### src/sv/tked_pkg.sv
`timescale 1ns / 1ps
`default_nettype none

package tked_pkg;

    localparam int PARAM_BUF_DEPTH_DEF = 4;
    localparam int Q_DEPTH             = 4;
    localparam int Q_PTR_W             = $clog2(Q_DEPTH);
    localparam int Q_CNT_W             = $clog2(Q_DEPTH + 1);

    localparam logic [7:0]  ESC_BYTE      = 8'h1b;
    localparam logic [7:0]  CSI_BYTE      = 8'h5b;
    localparam logic [7:0]  SS3_BYTE      = 8'h4f;
    localparam logic [7:0]  TILDE_BYTE    = 8'h7e;
    localparam logic [7:0]  SEMI_BYTE     = 8'h3b;
    localparam logic [7:0]  NOMATCH       = 8'hff;
    localparam logic [7:0]  KEY_ESCAPE    = 8'd0;
    localparam logic [15:0] ESC_TICKS_RST = 16'd200;

    localparam logic CFG_BINARY_MODE = 1'b0;
    localparam logic CFG_ESC_TICKS   = 1'b1;

    typedef enum logic [2:0] {
        ST_NORMAL    = 3'd0,
        ST_AFTER_ESC = 3'd1,
        ST_AFTER_CSI = 3'd2,
        ST_AFTER_SS3 = 3'd3,
        ST_PARAMS    = 3'd4
    } t_state;

    // one queue entry: one or two key words from one input word
    typedef struct packed {
        logic       two;
        logic       sp0;
        logic [7:0] code0;
        logic [7:0] code1;
    } t_entry;

    typedef struct packed {
        logic push;
        logic full;
    } t_q_ctl;

    function automatic logic [7:0] csi_key(input logic [7:0] c);
        logic [7:0] k;
        case (c)
            8'h41:   k = 8'd1;
            8'h42:   k = 8'd2;
            8'h43:   k = 8'd3;
            8'h44:   k = 8'd4;
            8'h48:   k = 8'd5;
            8'h4b:   k = 8'd6;
            default: k = NOMATCH;
        endcase
        return k;
    endfunction

    function automatic logic [7:0] ss3_key(input logic [7:0] c);
        logic [7:0] k;
        k = NOMATCH;
        if (c inside {[8'h50:8'h53]}) begin
            k = 8'd11 + (c - 8'h50);
        end
        return k;
    endfunction

    function automatic logic [7:0] param_key(input logic [7:0] a, input logic [7:0] b);
        logic [7:0] k;
        k = NOMATCH;
        if (b == 8'h00) begin
            case (a)
                8'h31:   k = 8'd5;
                8'h34:   k = 8'd6;
                8'h35:   k = 8'd7;
                8'h36:   k = 8'd8;
                8'h32:   k = 8'd9;
                8'h33:   k = 8'd10;
                default: k = NOMATCH;
            endcase
        end else if (a == 8'h31) begin
            case (b)
                8'h31:   k = 8'd11;
                8'h32:   k = 8'd12;
                8'h33:   k = 8'd13;
                8'h34:   k = 8'd14;
                8'h35:   k = 8'd15;
                8'h37:   k = 8'd16;
                8'h38:   k = 8'd17;
                8'h39:   k = 8'd18;
                default: k = NOMATCH;
            endcase
        end else if (a == 8'h32) begin
            case (b)
                8'h30:   k = 8'd19;
                8'h31:   k = 8'd20;
                8'h33:   k = 8'd21;
                8'h34:   k = 8'd22;
                default: k = NOMATCH;
            endcase
        end
        return k;
    endfunction

endpackage

`default_nettype wire

### src/sv/tked_front.sv
`timescale 1ns / 1ps
`default_nettype none

module tked_front import tked_pkg::*; #(
    parameter int PARAM_BUF_DEPTH = PARAM_BUF_DEPTH_DEF
) (
    input  wire logic        i_clk,
    input  wire logic        i_rst_n,
    input  wire logic        i_valid,
    output logic             o_ready,
    input  wire logic        i_mode,
    input  wire logic [7:0]  i_data_byte,
    input  wire logic        i_clear,
    input  wire logic        i_binary_mode,
    input  wire logic [15:0] i_esc_ticks,
    input  wire logic        i_q_full,
    output t_q_ctl           o_q_ctl,
    output t_entry           o_entry
);

    localparam int PLW = $clog2(PARAM_BUF_DEPTH + 1);

    t_state         r_state, n_state;
    logic [7:0]     r_first, n_first;
    logic [7:0]     r_second, n_second;
    logic [PLW-1:0] r_len, n_len;
    logic [15:0]    r_timer, n_timer;
    logic           acc;
    logic           push;
    logic [7:0]     key;
    t_entry         entry;

    assign o_ready = !i_q_full;
    assign acc     = i_valid && !i_q_full;

    always_comb begin
        n_state  = r_state;
        n_first  = r_first;
        n_second = r_second;
        n_len    = r_len;
        n_timer  = r_timer;
        push     = 1'b0;
        key      = NOMATCH;
        entry    = '0;
        if (acc) begin
            if (i_mode) begin
                if (r_timer != 16'd0) begin
                    n_timer = r_timer - 16'd1;
                    if (r_timer == 16'd1 && r_state == ST_AFTER_ESC) begin
                        n_state     = ST_NORMAL;
                        push        = 1'b1;
                        entry.sp0   = 1'b1;
                        entry.code0 = KEY_ESCAPE;
                    end
                end
            end else begin
                n_timer = 16'd0;
                if (i_binary_mode) begin
                    push        = 1'b1;
                    entry.code0 = i_data_byte;
                end else begin
                    case (r_state)
                        ST_NORMAL: begin
                            if (i_data_byte == ESC_BYTE) begin
                                n_state = ST_AFTER_ESC;
                                n_timer = (i_esc_ticks != 16'd0) ? i_esc_ticks : 16'd1;
                            end else begin
                                push        = 1'b1;
                                entry.code0 = i_data_byte;
                            end
                        end
                        ST_AFTER_ESC: begin
                            if (i_data_byte == CSI_BYTE) begin
                                n_state = ST_AFTER_CSI;
                            end else if (i_data_byte == SS3_BYTE) begin
                                n_state = ST_AFTER_SS3;
                            end else begin
                                n_state     = ST_NORMAL;
                                push        = 1'b1;
                                entry.two   = 1'b1;
                                entry.sp0   = 1'b1;
                                entry.code0 = KEY_ESCAPE;
                                entry.code1 = i_data_byte;
                            end
                        end
                        ST_AFTER_CSI: begin
                            if (i_data_byte inside {[8'h30:8'h39]}) begin
                                n_state  = ST_PARAMS;
                                n_first  = i_data_byte;
                                n_second = 8'h00;
                                n_len    = PLW'(1);
                            end else begin
                                n_state = ST_NORMAL;
                                key     = csi_key(i_data_byte);
                            end
                        end
                        ST_AFTER_SS3: begin
                            n_state = ST_NORMAL;
                            key     = ss3_key(i_data_byte);
                        end
                        ST_PARAMS: begin
                            if (r_len < PLW'(PARAM_BUF_DEPTH) &&
                                (i_data_byte inside {[8'h30:8'h39]} ||
                                 i_data_byte == SEMI_BYTE)) begin
                                if (r_len == PLW'(1)) begin
                                    n_second = i_data_byte;
                                end
                                n_len = r_len + PLW'(1);
                            end else begin
                                n_state = ST_NORMAL;
                                if (i_data_byte == TILDE_BYTE) begin
                                    key = param_key(r_first, r_second);
                                end else begin
                                    push        = 1'b1;
                                    entry.code0 = i_data_byte;
                                end
                            end
                        end
                        default: begin
                            n_state  = ST_NORMAL;
                            n_first  = 8'h00;
                            n_second = 8'h00;
                            n_len    = '0;
                            n_timer  = 16'd0;
                        end
                    endcase
                    if (key != NOMATCH) begin
                        push        = 1'b1;
                        entry.sp0   = 1'b1;
                        entry.code0 = key;
                    end
                end
            end
        end
    end

    always_ff @(posedge i_clk) begin
        if (!i_rst_n || i_clear) begin
            r_state  <= ST_NORMAL;
            r_first  <= 8'h00;
            r_second <= 8'h00;
            r_len    <= '0;
            r_timer  <= 16'd0;
        end else begin
            r_state  <= n_state;
            r_first  <= n_first;
            r_second <= n_second;
            r_len    <= n_len;
            r_timer  <= n_timer;
        end
    end

    assign o_q_ctl.push = push;
    assign o_q_ctl.full = i_q_full;
    assign o_entry      = entry;

endmodule

`default_nettype wire

### src/sv/tked_queue.sv
`timescale 1ns / 1ps
`default_nettype none

module tked_queue import tked_pkg::*; (
    input  wire logic   i_clk,
    input  wire logic   i_rst_n,
    input  wire t_q_ctl i_ctl,
    input  wire t_entry i_entry,
    input  wire logic   i_pop,
    output logic        o_full,
    output logic        o_empty,
    output t_entry      o_head
);

    t_entry             r_mem [Q_DEPTH];
    logic [Q_PTR_W-1:0] r_wr_ptr, r_rd_ptr;
    logic [Q_CNT_W-1:0] r_count;
    logic               wr, rd;

    assign o_full  = (r_count == Q_CNT_W'(Q_DEPTH));
    assign o_empty = (r_count == '0);
    assign wr      = i_ctl.push && !i_ctl.full;
    assign rd      = i_pop && !o_empty;
    assign o_head  = r_mem[r_rd_ptr];

    always_ff @(posedge i_clk) begin
        if (wr) begin
            r_mem[r_wr_ptr] <= i_entry;
        end
    end

    always_ff @(posedge i_clk) begin
        if (!i_rst_n) begin
            r_wr_ptr <= '0;
            r_rd_ptr <= '0;
            r_count  <= '0;
        end else begin
            if (wr) begin
                r_wr_ptr <= r_wr_ptr + Q_PTR_W'(1);
            end
            if (rd) begin
                r_rd_ptr <= r_rd_ptr + Q_PTR_W'(1);
            end
            if (wr && !rd) begin
                r_count <= r_count + Q_CNT_W'(1);
            end else if (rd && !wr) begin
                r_count <= r_count - Q_CNT_W'(1);
            end
        end
    end

endmodule

`default_nettype wire

### src/sv/tked_back.sv
`timescale 1ns / 1ps
`default_nettype none

module tked_back import tked_pkg::*; (
    input  wire logic   i_clk,
    input  wire logic   i_rst_n,
    input  wire logic   i_empty,
    input  wire t_entry i_head,
    output logic        o_pop,
    output logic        o_valid,
    input  wire logic   i_ready,
    output logic        o_is_special,
    output logic [7:0]  o_key_code,
    output logic        o_last
);

    logic       r_valid;
    logic       r_half;
    logic       r_sp;
    logic [7:0] r_code;
    logic       r_last;
    logic       load;
    logic       first_of_two;

    assign load         = (!r_valid || i_ready) && !i_empty;
    assign first_of_two = i_head.two && !r_half;
    assign o_pop        = load && !first_of_two;

    always_ff @(posedge i_clk) begin
        if (!i_rst_n) begin
            r_valid <= 1'b0;
            r_half  <= 1'b0;
        end else begin
            if (load) begin
                r_valid <= 1'b1;
                r_half  <= first_of_two;
            end else if (i_ready) begin
                r_valid <= 1'b0;
            end
        end
    end

    always_ff @(posedge i_clk) begin
        if (load) begin
            r_sp   <= r_half ? 1'b0 : i_head.sp0;
            r_code <= r_half ? i_head.code1 : i_head.code0;
            r_last <= !first_of_two;
        end
    end

    assign o_valid      = r_valid;
    assign o_is_special = r_sp;
    assign o_key_code   = r_code;
    assign o_last       = r_last;

endmodule

`default_nettype wire

### src/sv/terminal_key_escape_decoder_core.sv
`timescale 1ns / 1ps
`default_nettype none

// Terminal key decoder: turns received bytes and timer ticks (i_mode = 1) into
// key words, a character or a special key number. One input word is taken every
// cycle while the four-entry queue between parser and output stage has room; a
// word that gives Escape plus a character leaves one queue entry that the output
// register hands on as two key words, Escape first. A key word passes from the
// queue to the output register before it appears. Configuration writes are always
// taken; writing binary_mode also resets the parser and stops the escape timer.

module terminal_key_escape_decoder_core import tked_pkg::*; #(
    parameter int PARAM_BUF_DEPTH = PARAM_BUF_DEPTH_DEF
) (
    input  wire logic        i_clk,
    input  wire logic        i_rst_n,
    input  wire logic        i_in_valid,
    output logic             o_in_ready,
    input  wire logic        i_mode,
    input  wire logic [7:0]  i_data_byte,
    output logic             o_out_valid,
    input  wire logic        i_out_ready,
    output logic             o_is_special,
    output logic [7:0]       o_key_code,
    output logic             o_last,
    input  wire logic        i_cfg_valid,
    output logic             o_cfg_ready,
    input  wire logic        i_cfg_index,
    input  wire logic [15:0] i_cfg_data
);

    logic        r_binary_mode;
    logic [15:0] r_esc_ticks;
    logic        cfg_wr;
    logic        clear;
    logic        q_full, q_empty, q_pop;
    t_q_ctl      q_ctl;
    t_entry      f_entry, q_head;

    assign o_cfg_ready = 1'b1;
    assign cfg_wr      = i_cfg_valid;
    assign clear       = cfg_wr && (i_cfg_index == CFG_BINARY_MODE);

    always_ff @(posedge i_clk) begin
        if (!i_rst_n) begin
            r_binary_mode <= 1'b0;
            r_esc_ticks   <= ESC_TICKS_RST;
        end else if (cfg_wr) begin
            if (i_cfg_index == CFG_BINARY_MODE) begin
                r_binary_mode <= i_cfg_data[0];
            end else if (i_cfg_index == CFG_ESC_TICKS) begin
                r_esc_ticks <= i_cfg_data;
            end
        end
    end

    tked_front #(
        .PARAM_BUF_DEPTH(PARAM_BUF_DEPTH)
    ) u_front (
        .i_clk        (i_clk),
        .i_rst_n      (i_rst_n),
        .i_valid      (i_in_valid),
        .o_ready      (o_in_ready),
        .i_mode       (i_mode),
        .i_data_byte  (i_data_byte),
        .i_clear      (clear),
        .i_binary_mode(r_binary_mode),
        .i_esc_ticks  (r_esc_ticks),
        .i_q_full     (q_full),
        .o_q_ctl      (q_ctl),
        .o_entry      (f_entry)
    );

    tked_queue u_queue (
        .i_clk  (i_clk),
        .i_rst_n(i_rst_n),
        .i_ctl  (q_ctl),
        .i_entry(f_entry),
        .i_pop  (q_pop),
        .o_full (q_full),
        .o_empty(q_empty),
        .o_head (q_head)
    );

    tked_back u_back (
        .i_clk       (i_clk),
        .i_rst_n     (i_rst_n),
        .i_empty     (q_empty),
        .i_head      (q_head),
        .o_pop       (q_pop),
        .o_valid     (o_out_valid),
        .i_ready     (i_out_ready),
        .o_is_special(o_is_special),
        .o_key_code  (o_key_code),
        .o_last      (o_last)
    );

endmodule

`default_nettype wire

### config.mk
export PLATFORM = sky130hd
export DESIGN_NAME = terminal_key_escape_decoder_core
export DESIGN_NICKNAME = d
export VERILOG_FILES = /design/src/sv/tked_pkg.sv /design/src/sv/tked_front.sv /design/src/sv/tked_queue.sv /design/src/sv/tked_back.sv /design/src/sv/terminal_key_escape_decoder_core.sv
export SDC_FILE = /design/constraint.sdc
export NUM_CORES = 1
export LEC_CHECK = 0
export ABC_AREA = 1
export BUFFER_PORTS_ARGS = -buffer_cell sky130_fd_sc_hd__buf_2
export CORE_ASPECT_RATIO = 1.25
export CORE_UTILIZATION = 40
export CTS_BUF_LIST = sky130_fd_sc_hd__clkbuf_16
export DETAILED_ROUTE_END_ITERATION = 10
export SLEW_MARGIN = 20
export SYNTH_ARGS = -nofsm -noshare
export SYNTH_HDL_FRONTEND = slang
export SYNTH_HIERARCHICAL = 1
export SYNTH_SLANG_ARGS = --single-unit
### constraint.sdc
create_clock -name i_clk -period 3.2 [get_ports i_clk]
set_clock_uncertainty 0.1 [all_clocks]
set_input_delay 0.32 -clock i_clk [delete_from_list [all_inputs] [get_ports i_clk]]
set_output_delay 0.32 -clock i_clk [all_outputs]
set_load 0.005 [all_outputs]
==> impl_metrics.prom <==
# TYPE chip_impl_metric gauge
chip_impl_info{name="outcome",value="complete, no violations"} 1
chip_impl_metric{name="post_synth_instance_area",unit="um2"} 7660
chip_impl_metric{name="totalWireLength",unit="um"} 17700
chip_impl_metric{name="seq_area_frac_synth",unit="%"} 49.4
chip_impl_metric{name="drc_errors",unit=""} 0
chip_impl_metric{name="ant_nets",unit=""} 0
chip_impl_metric{name="io-pin-count",unit=""} 44
chip_impl_metric{name="clkTransAtPathRegs",unit="ns"} 0.06
chip_impl_metric{name="async_flop_share",unit="%"} 0
chip_impl_metric{name="antenna_violations_before_repair",unit=""} 1
chip_impl_metric{name="die_width",unit="um"} 126
chip_impl_metric{name="critical_path.max_fanout",unit=""} 4
chip_impl_metric{name="floorplan.die.height",unit="um"} 157
chip_impl_metric{name="arrival_time_of_data_at_the_critical_path_endpoint",unit="ns"} 3.04
chip_impl_metric{name="finalNetCount",unit=""} 1036
chip_impl_metric{name="via_per_inst",unit=""} 5.16
chip_impl_metric{name="finalCritPeriodShare",unit="%"} 88.2
chip_impl_metric{name="global_route_met1_usage",unit="%"} 22.1
chip_impl_metric{name="worst_hold_path.num_cells",unit=""} 3
chip_impl_metric{name="starting_utilization_of_the_core_area",unit="%"} 40.8
chip_impl_metric{name="detailed_place.area",unit="um2"} 8210
chip_impl_metric{name="grtUsageMet2",unit="%"} 33.4
chip_impl_metric{name="placed_instances",unit=""} 1198
chip_impl_metric{name="buffer_ports.inserted",unit=""} 42
chip_impl_metric{name="report.final.setup_viol",unit=""} 0
chip_impl_metric{name="globalplace.congestion",unit=""} 0.870
chip_impl_metric{name="global_route_wire_length_before_repair",unit="um"} 29400
chip_impl_metric{name="vias_in_the_first_global_route",unit=""} 6093
chip_impl_metric{name="synth-edff-count",unit=""} 82
chip_impl_info{name="critPathKind",value="register to register"} 1
chip_impl_metric{name="power-per-cell-area",unit="nW/um2"} 648
chip_impl_metric{name="hold_violations",unit=""} 0
chip_impl_metric{name="synth_area_per_cell",unit="um2"} 8.30
chip_impl_metric{name="max_capacitance_violation_total",unit=""} 0
chip_impl_info{name="gr-max-usage-layer",value="met2"} 1
chip_impl_metric{name="yosysUniqueCellTypes",unit=""} 53
chip_impl_metric{name="max-slew-margin-rel",unit="%"} 55.2
chip_impl_metric{name="postSynthRegisterBits",unit=""} 148
chip_impl_info{name="clockRootBuffer",value="sky130_fd_sc_hd__clkbuf_16"} 1
chip_impl_metric{name="syn_nets",unit=""} 969
chip_impl_info{name="worst_min_delay_path_startpoint",value="i_cfg_data[2]"} 1
chip_impl_metric{name="num_vias",unit=""} 6379
chip_impl_metric{name="final_period_minus_worst_setup_slack",unit="ns"} 2.82
chip_impl_metric{name="final-instance-count-excl-fill",unit=""} 1236
chip_impl_metric{name="gr-usage-all-layers",unit="%"} 19.0
chip_impl_info{name="worst_setup_path_endpoint",value="u_queue/r_count[2]$_SDFFE_PN0P_"} 1
chip_impl_metric{name="routed_wire_length_per_instance",unit="um"} 14.3
chip_impl_metric{name="clock_tree.buffer_depth",unit=""} 2
chip_impl_info{name="ys_dominant_reg_cell",value="sky130_fd_sc_hd__edfxtp_1"} 1
chip_impl_metric{name="clock_tree.htree_level_count",unit=""} 4
chip_impl_metric{name="static-leakage-power",unit="nW"} 3.74
chip_impl_info{name="startpoint_type",value="register"} 1
chip_impl_metric{name="design_power_total",unit="mW"} 5.78
chip_impl_metric{name="place_hpwl",unit="um"} 12500
chip_impl_info{name="rsz0062_at_grt",value="false"} 1
chip_impl_info{name="worstReg2RegStart",value="u_front/r_second[2]$_SDFFE_PP0P_"} 1
chip_impl_info{name="tritoncts",value="yes"} 1
chip_impl_info{name="holdCritPathClass",value="input port to register"} 1
chip_impl_metric{name="cts_inserted_buffers",unit=""} 17
chip_impl_metric{name="grt.overflow.total",unit=""} 0
chip_impl_metric{name="worstRegToRegCells",unit=""} 25
chip_impl_metric{name="drive_above_1_share",unit="%"} 16.9
chip_impl_info{name="crit_path_start",value="u_front/r_second[2]$_SDFFE_PP0P_"} 1
chip_impl_metric{name="yosysWarningCount",unit=""} 6
chip_impl_metric{name="timing.setup.tns",unit="ns"} 0
chip_impl_metric{name="clkSinkCount",unit=""} 148
chip_impl_metric{name="detailedRoute.firstIterationViolations",unit=""} 352
chip_impl_metric{name="maxSlewViolCount",unit=""} 0
chip_impl_metric{name="syn_to_final_growth",unit="%"} 16.4
chip_impl_metric{name="fp.coreArea",unit="um2"} 18800
chip_impl_info{name="critPathCaptureType",value="register"} 1
chip_impl_info{name="crit-reg2reg-capture",value="u_queue/r_count[2]$_SDFFE_PN0P_"} 1
chip_impl_metric{name="worstSkewPairLatency",unit="ns"} 0.43
chip_impl_metric{name="ff2ff_setup_slack",unit="ns"} 0.38
chip_impl_metric{name="row_count",unit=""} 56
chip_impl_metric{name="drt_pass1_iterations",unit=""} 5
chip_impl_metric{name="achievable-frequency",unit="MHz"} 354
chip_impl_metric{name="syn_inst",unit=""} 923
chip_impl_metric{name="met3_usage",unit="%"} 3.45
chip_impl_metric{name="critPathRequiredTime",unit="ns"} 3.42
chip_impl_metric{name="design.die.area",unit="um2"} 19700
chip_impl_metric{name="finalHoldWorstSlack",unit="ns"} 0.0290
chip_impl_metric{name="tightest_slew",unit="ns"} 0.669
chip_impl_metric{name="pin_count_of_the_biggest_net_entering_global_routing",unit=""} 37
chip_impl_metric{name="irDropWorstVdd",unit="mV"} 0.405
chip_impl_metric{name="fin_area",unit="um2"} 8910
[synthesized netlist by cell type (all sizes together) (4+ instances only)]
cell type | number | area share [%]
a31oi | 8 | 0.65
nor4 | 10 | 1.0
nor3 | 14 | 1.2
nand4 | 10 | 0.90
clkbuf | 6 | 0.29
nor2 | 157 | 8.5
nand2 | 183 | 9.5
o211ai | 9 | 0.88
o22ai | 18 | 1.5
ha | 14 | 2.3
inv | 105 | 5.3
nand3 | 55 | 4.2
nand3b | 4 | 0.39
buf | 22 | 2.6
dfxtp | 66 | 17
o21ai | 98 | 6.5
edfxtp | 82 | 32
a21oi | 45 | 3.1
[how the worst min path moves through the flow]
| stage | end | slack [ns] |
|---|---|---|
| after global routing | r_esc_ticks[8]$_SDFFE_PN0P_ | 0.03 |
| after floorplan | u_front/r_first[7]$_SDFFE_PP0P_ | 0.32 |
| final | r_esc_ticks[2]$_SDFFE_PN0P_ | 0.03 |
| after global placement | u_front/r_first[7]$_SDFFE_PP0P_ | 0.33 |
| after CTS | r_esc_ticks[2]$_SDFFE_PN0P_ | 0.02 |
| after detailed placement | u_front/r_first[7]$_SDFFE_PP0P_ | 0.34 |
[per-layer routing]
| metal | up-vias | share of wire [%] |
|---|---|---|
| li1 | 3248 | - |
| met1 | 2966 | 45 |
| met2 | 121 | 49 |
| met3 | 44 | 2.8 |
| met4 | 0 | 3.0 |
| met5 | - | 0 |
[cell families (layout without fill, tap and decap cells)]
group | after synthesis | in the layout | share of synthesized area [%]
and+or+nand+nor | 433 | 433 | 25.6
DFF | 148 | 148 | 49.4
AOI/OAI and AO/OA | 190 | 190 | 13.9
xor gates and xnor gates | 2 | 2 | 0.229
buffers and inverters | 134 | 214 | 8.27
adders and majority gates | 15 | 15 | 2.55
other | 1 | 2 | 0.0490
[critical path, stage by stage, from the launching register on]
cell and delay (ns):
sky130_fd_sc_hd__dfxtp_2 0.37, sky130_fd_sc_hd__inv_1 0.08, sky130_fd_sc_hd__nor2_2 0.11, sky130_fd_sc_hd__nand2_1 0.07, sky130_fd_sc_hd__nor2_2 0.12, sky130_fd_sc_hd__nor2_1 0.06, sky130_fd_sc_hd__nand2_1 0.06, sky130_fd_sc_hd__nand2_1 0.06
sky130_fd_sc_hd__nand2_2 0.08, sky130_fd_sc_hd__nand3_2 0.08, sky130_fd_sc_hd__nand2_2 0.09, sky130_fd_sc_hd__nand3_4 0.07, sky130_fd_sc_hd__nand2_1 0.07, sky130_fd_sc_hd__nand3_1 0.07, sky130_fd_sc_hd__nand2_1 0.08, sky130_fd_sc_hd__inv_1 0.06
sky130_fd_sc_hd__nor2_2 0.10, sky130_fd_sc_hd__ha_1 0.17, sky130_fd_sc_hd__inv_1 0.07, sky130_fd_sc_hd__fa_1 0.38, sky130_fd_sc_hd__inv_1 0.06, sky130_fd_sc_hd__nand2_1 0.05, sky130_fd_sc_hd__nand3_1 0.10, sky130_fd_sc_hd__nand2_1 0.05
sky130_fd_sc_hd__nand2_1 0.05, sky130_fd_sc_hd__nor2_1 0.04
[per-stage QoR]
stage | worst slack, ns | util (%)
detailed placement | 0.0191 | 43.7
CTS | 0.195 | 47.1
global placement | 0.108 | 43.7
global route | 0.00951 | 47.4
floorplan | -0.0223 | -
finish | 0.379 | 47.5
[state kept, by name, summed over array words and instances (netlist names), 8 cells and up, named ones only]
| signal | count |
|---|---|
| u_queue/r_mem | 72 |
| r_esc_ticks | 16 |
| u_front/r_timer | 16 |
| u_back/o_key_code | 8 |
| u_front/r_first | 8 |
| u_front/r_second | 8 |
[layout make-up]
class                      instances  area [um2]
fill                            1838        9870
inverter                         106         414
antenna                            1        2.50
tap                              232         290
clock inverter                    13         128
multi-input combinational        641        3290
sequential                       148        3790
clock buffer                      19         475
timing repair buffer              76         523
[layout by cell type (no fill, tap or decap), drive strengths merged, types with 9 or more instances in the layout]
master	n
a21oi	45
buf	73
clkbuf	19
dfxtp	66
edfxtp	82
ha	14
inv	110
nand2	183
nand3	55
nand4	10
nor2	157
nor3	14
nor4	10
o211ai	9
o21ai	98
o22ai	18
[what timing repair did]
| item | CTS | global route |
|---|---|---|
| endpoints found under the setup margin | 0 | 2 |
| hold endpoints to repair | 3 | 0 |
| hold buffers | 3 | 0 |
| gates resized for setup | 0 | 17 |
| setup buffers | 0 | 2 |
[power by group]
| group | switching, mW | internal [mW] |
|---|---|---|
| clock | 0.786 | 1.23 |
| sequential | 0.122 | 2.27 |
| combinational | 0.893 | 0.477 |
| total | 1.80 | 3.98 |
No activity file was read; power rests on OpenSTA's default activity.
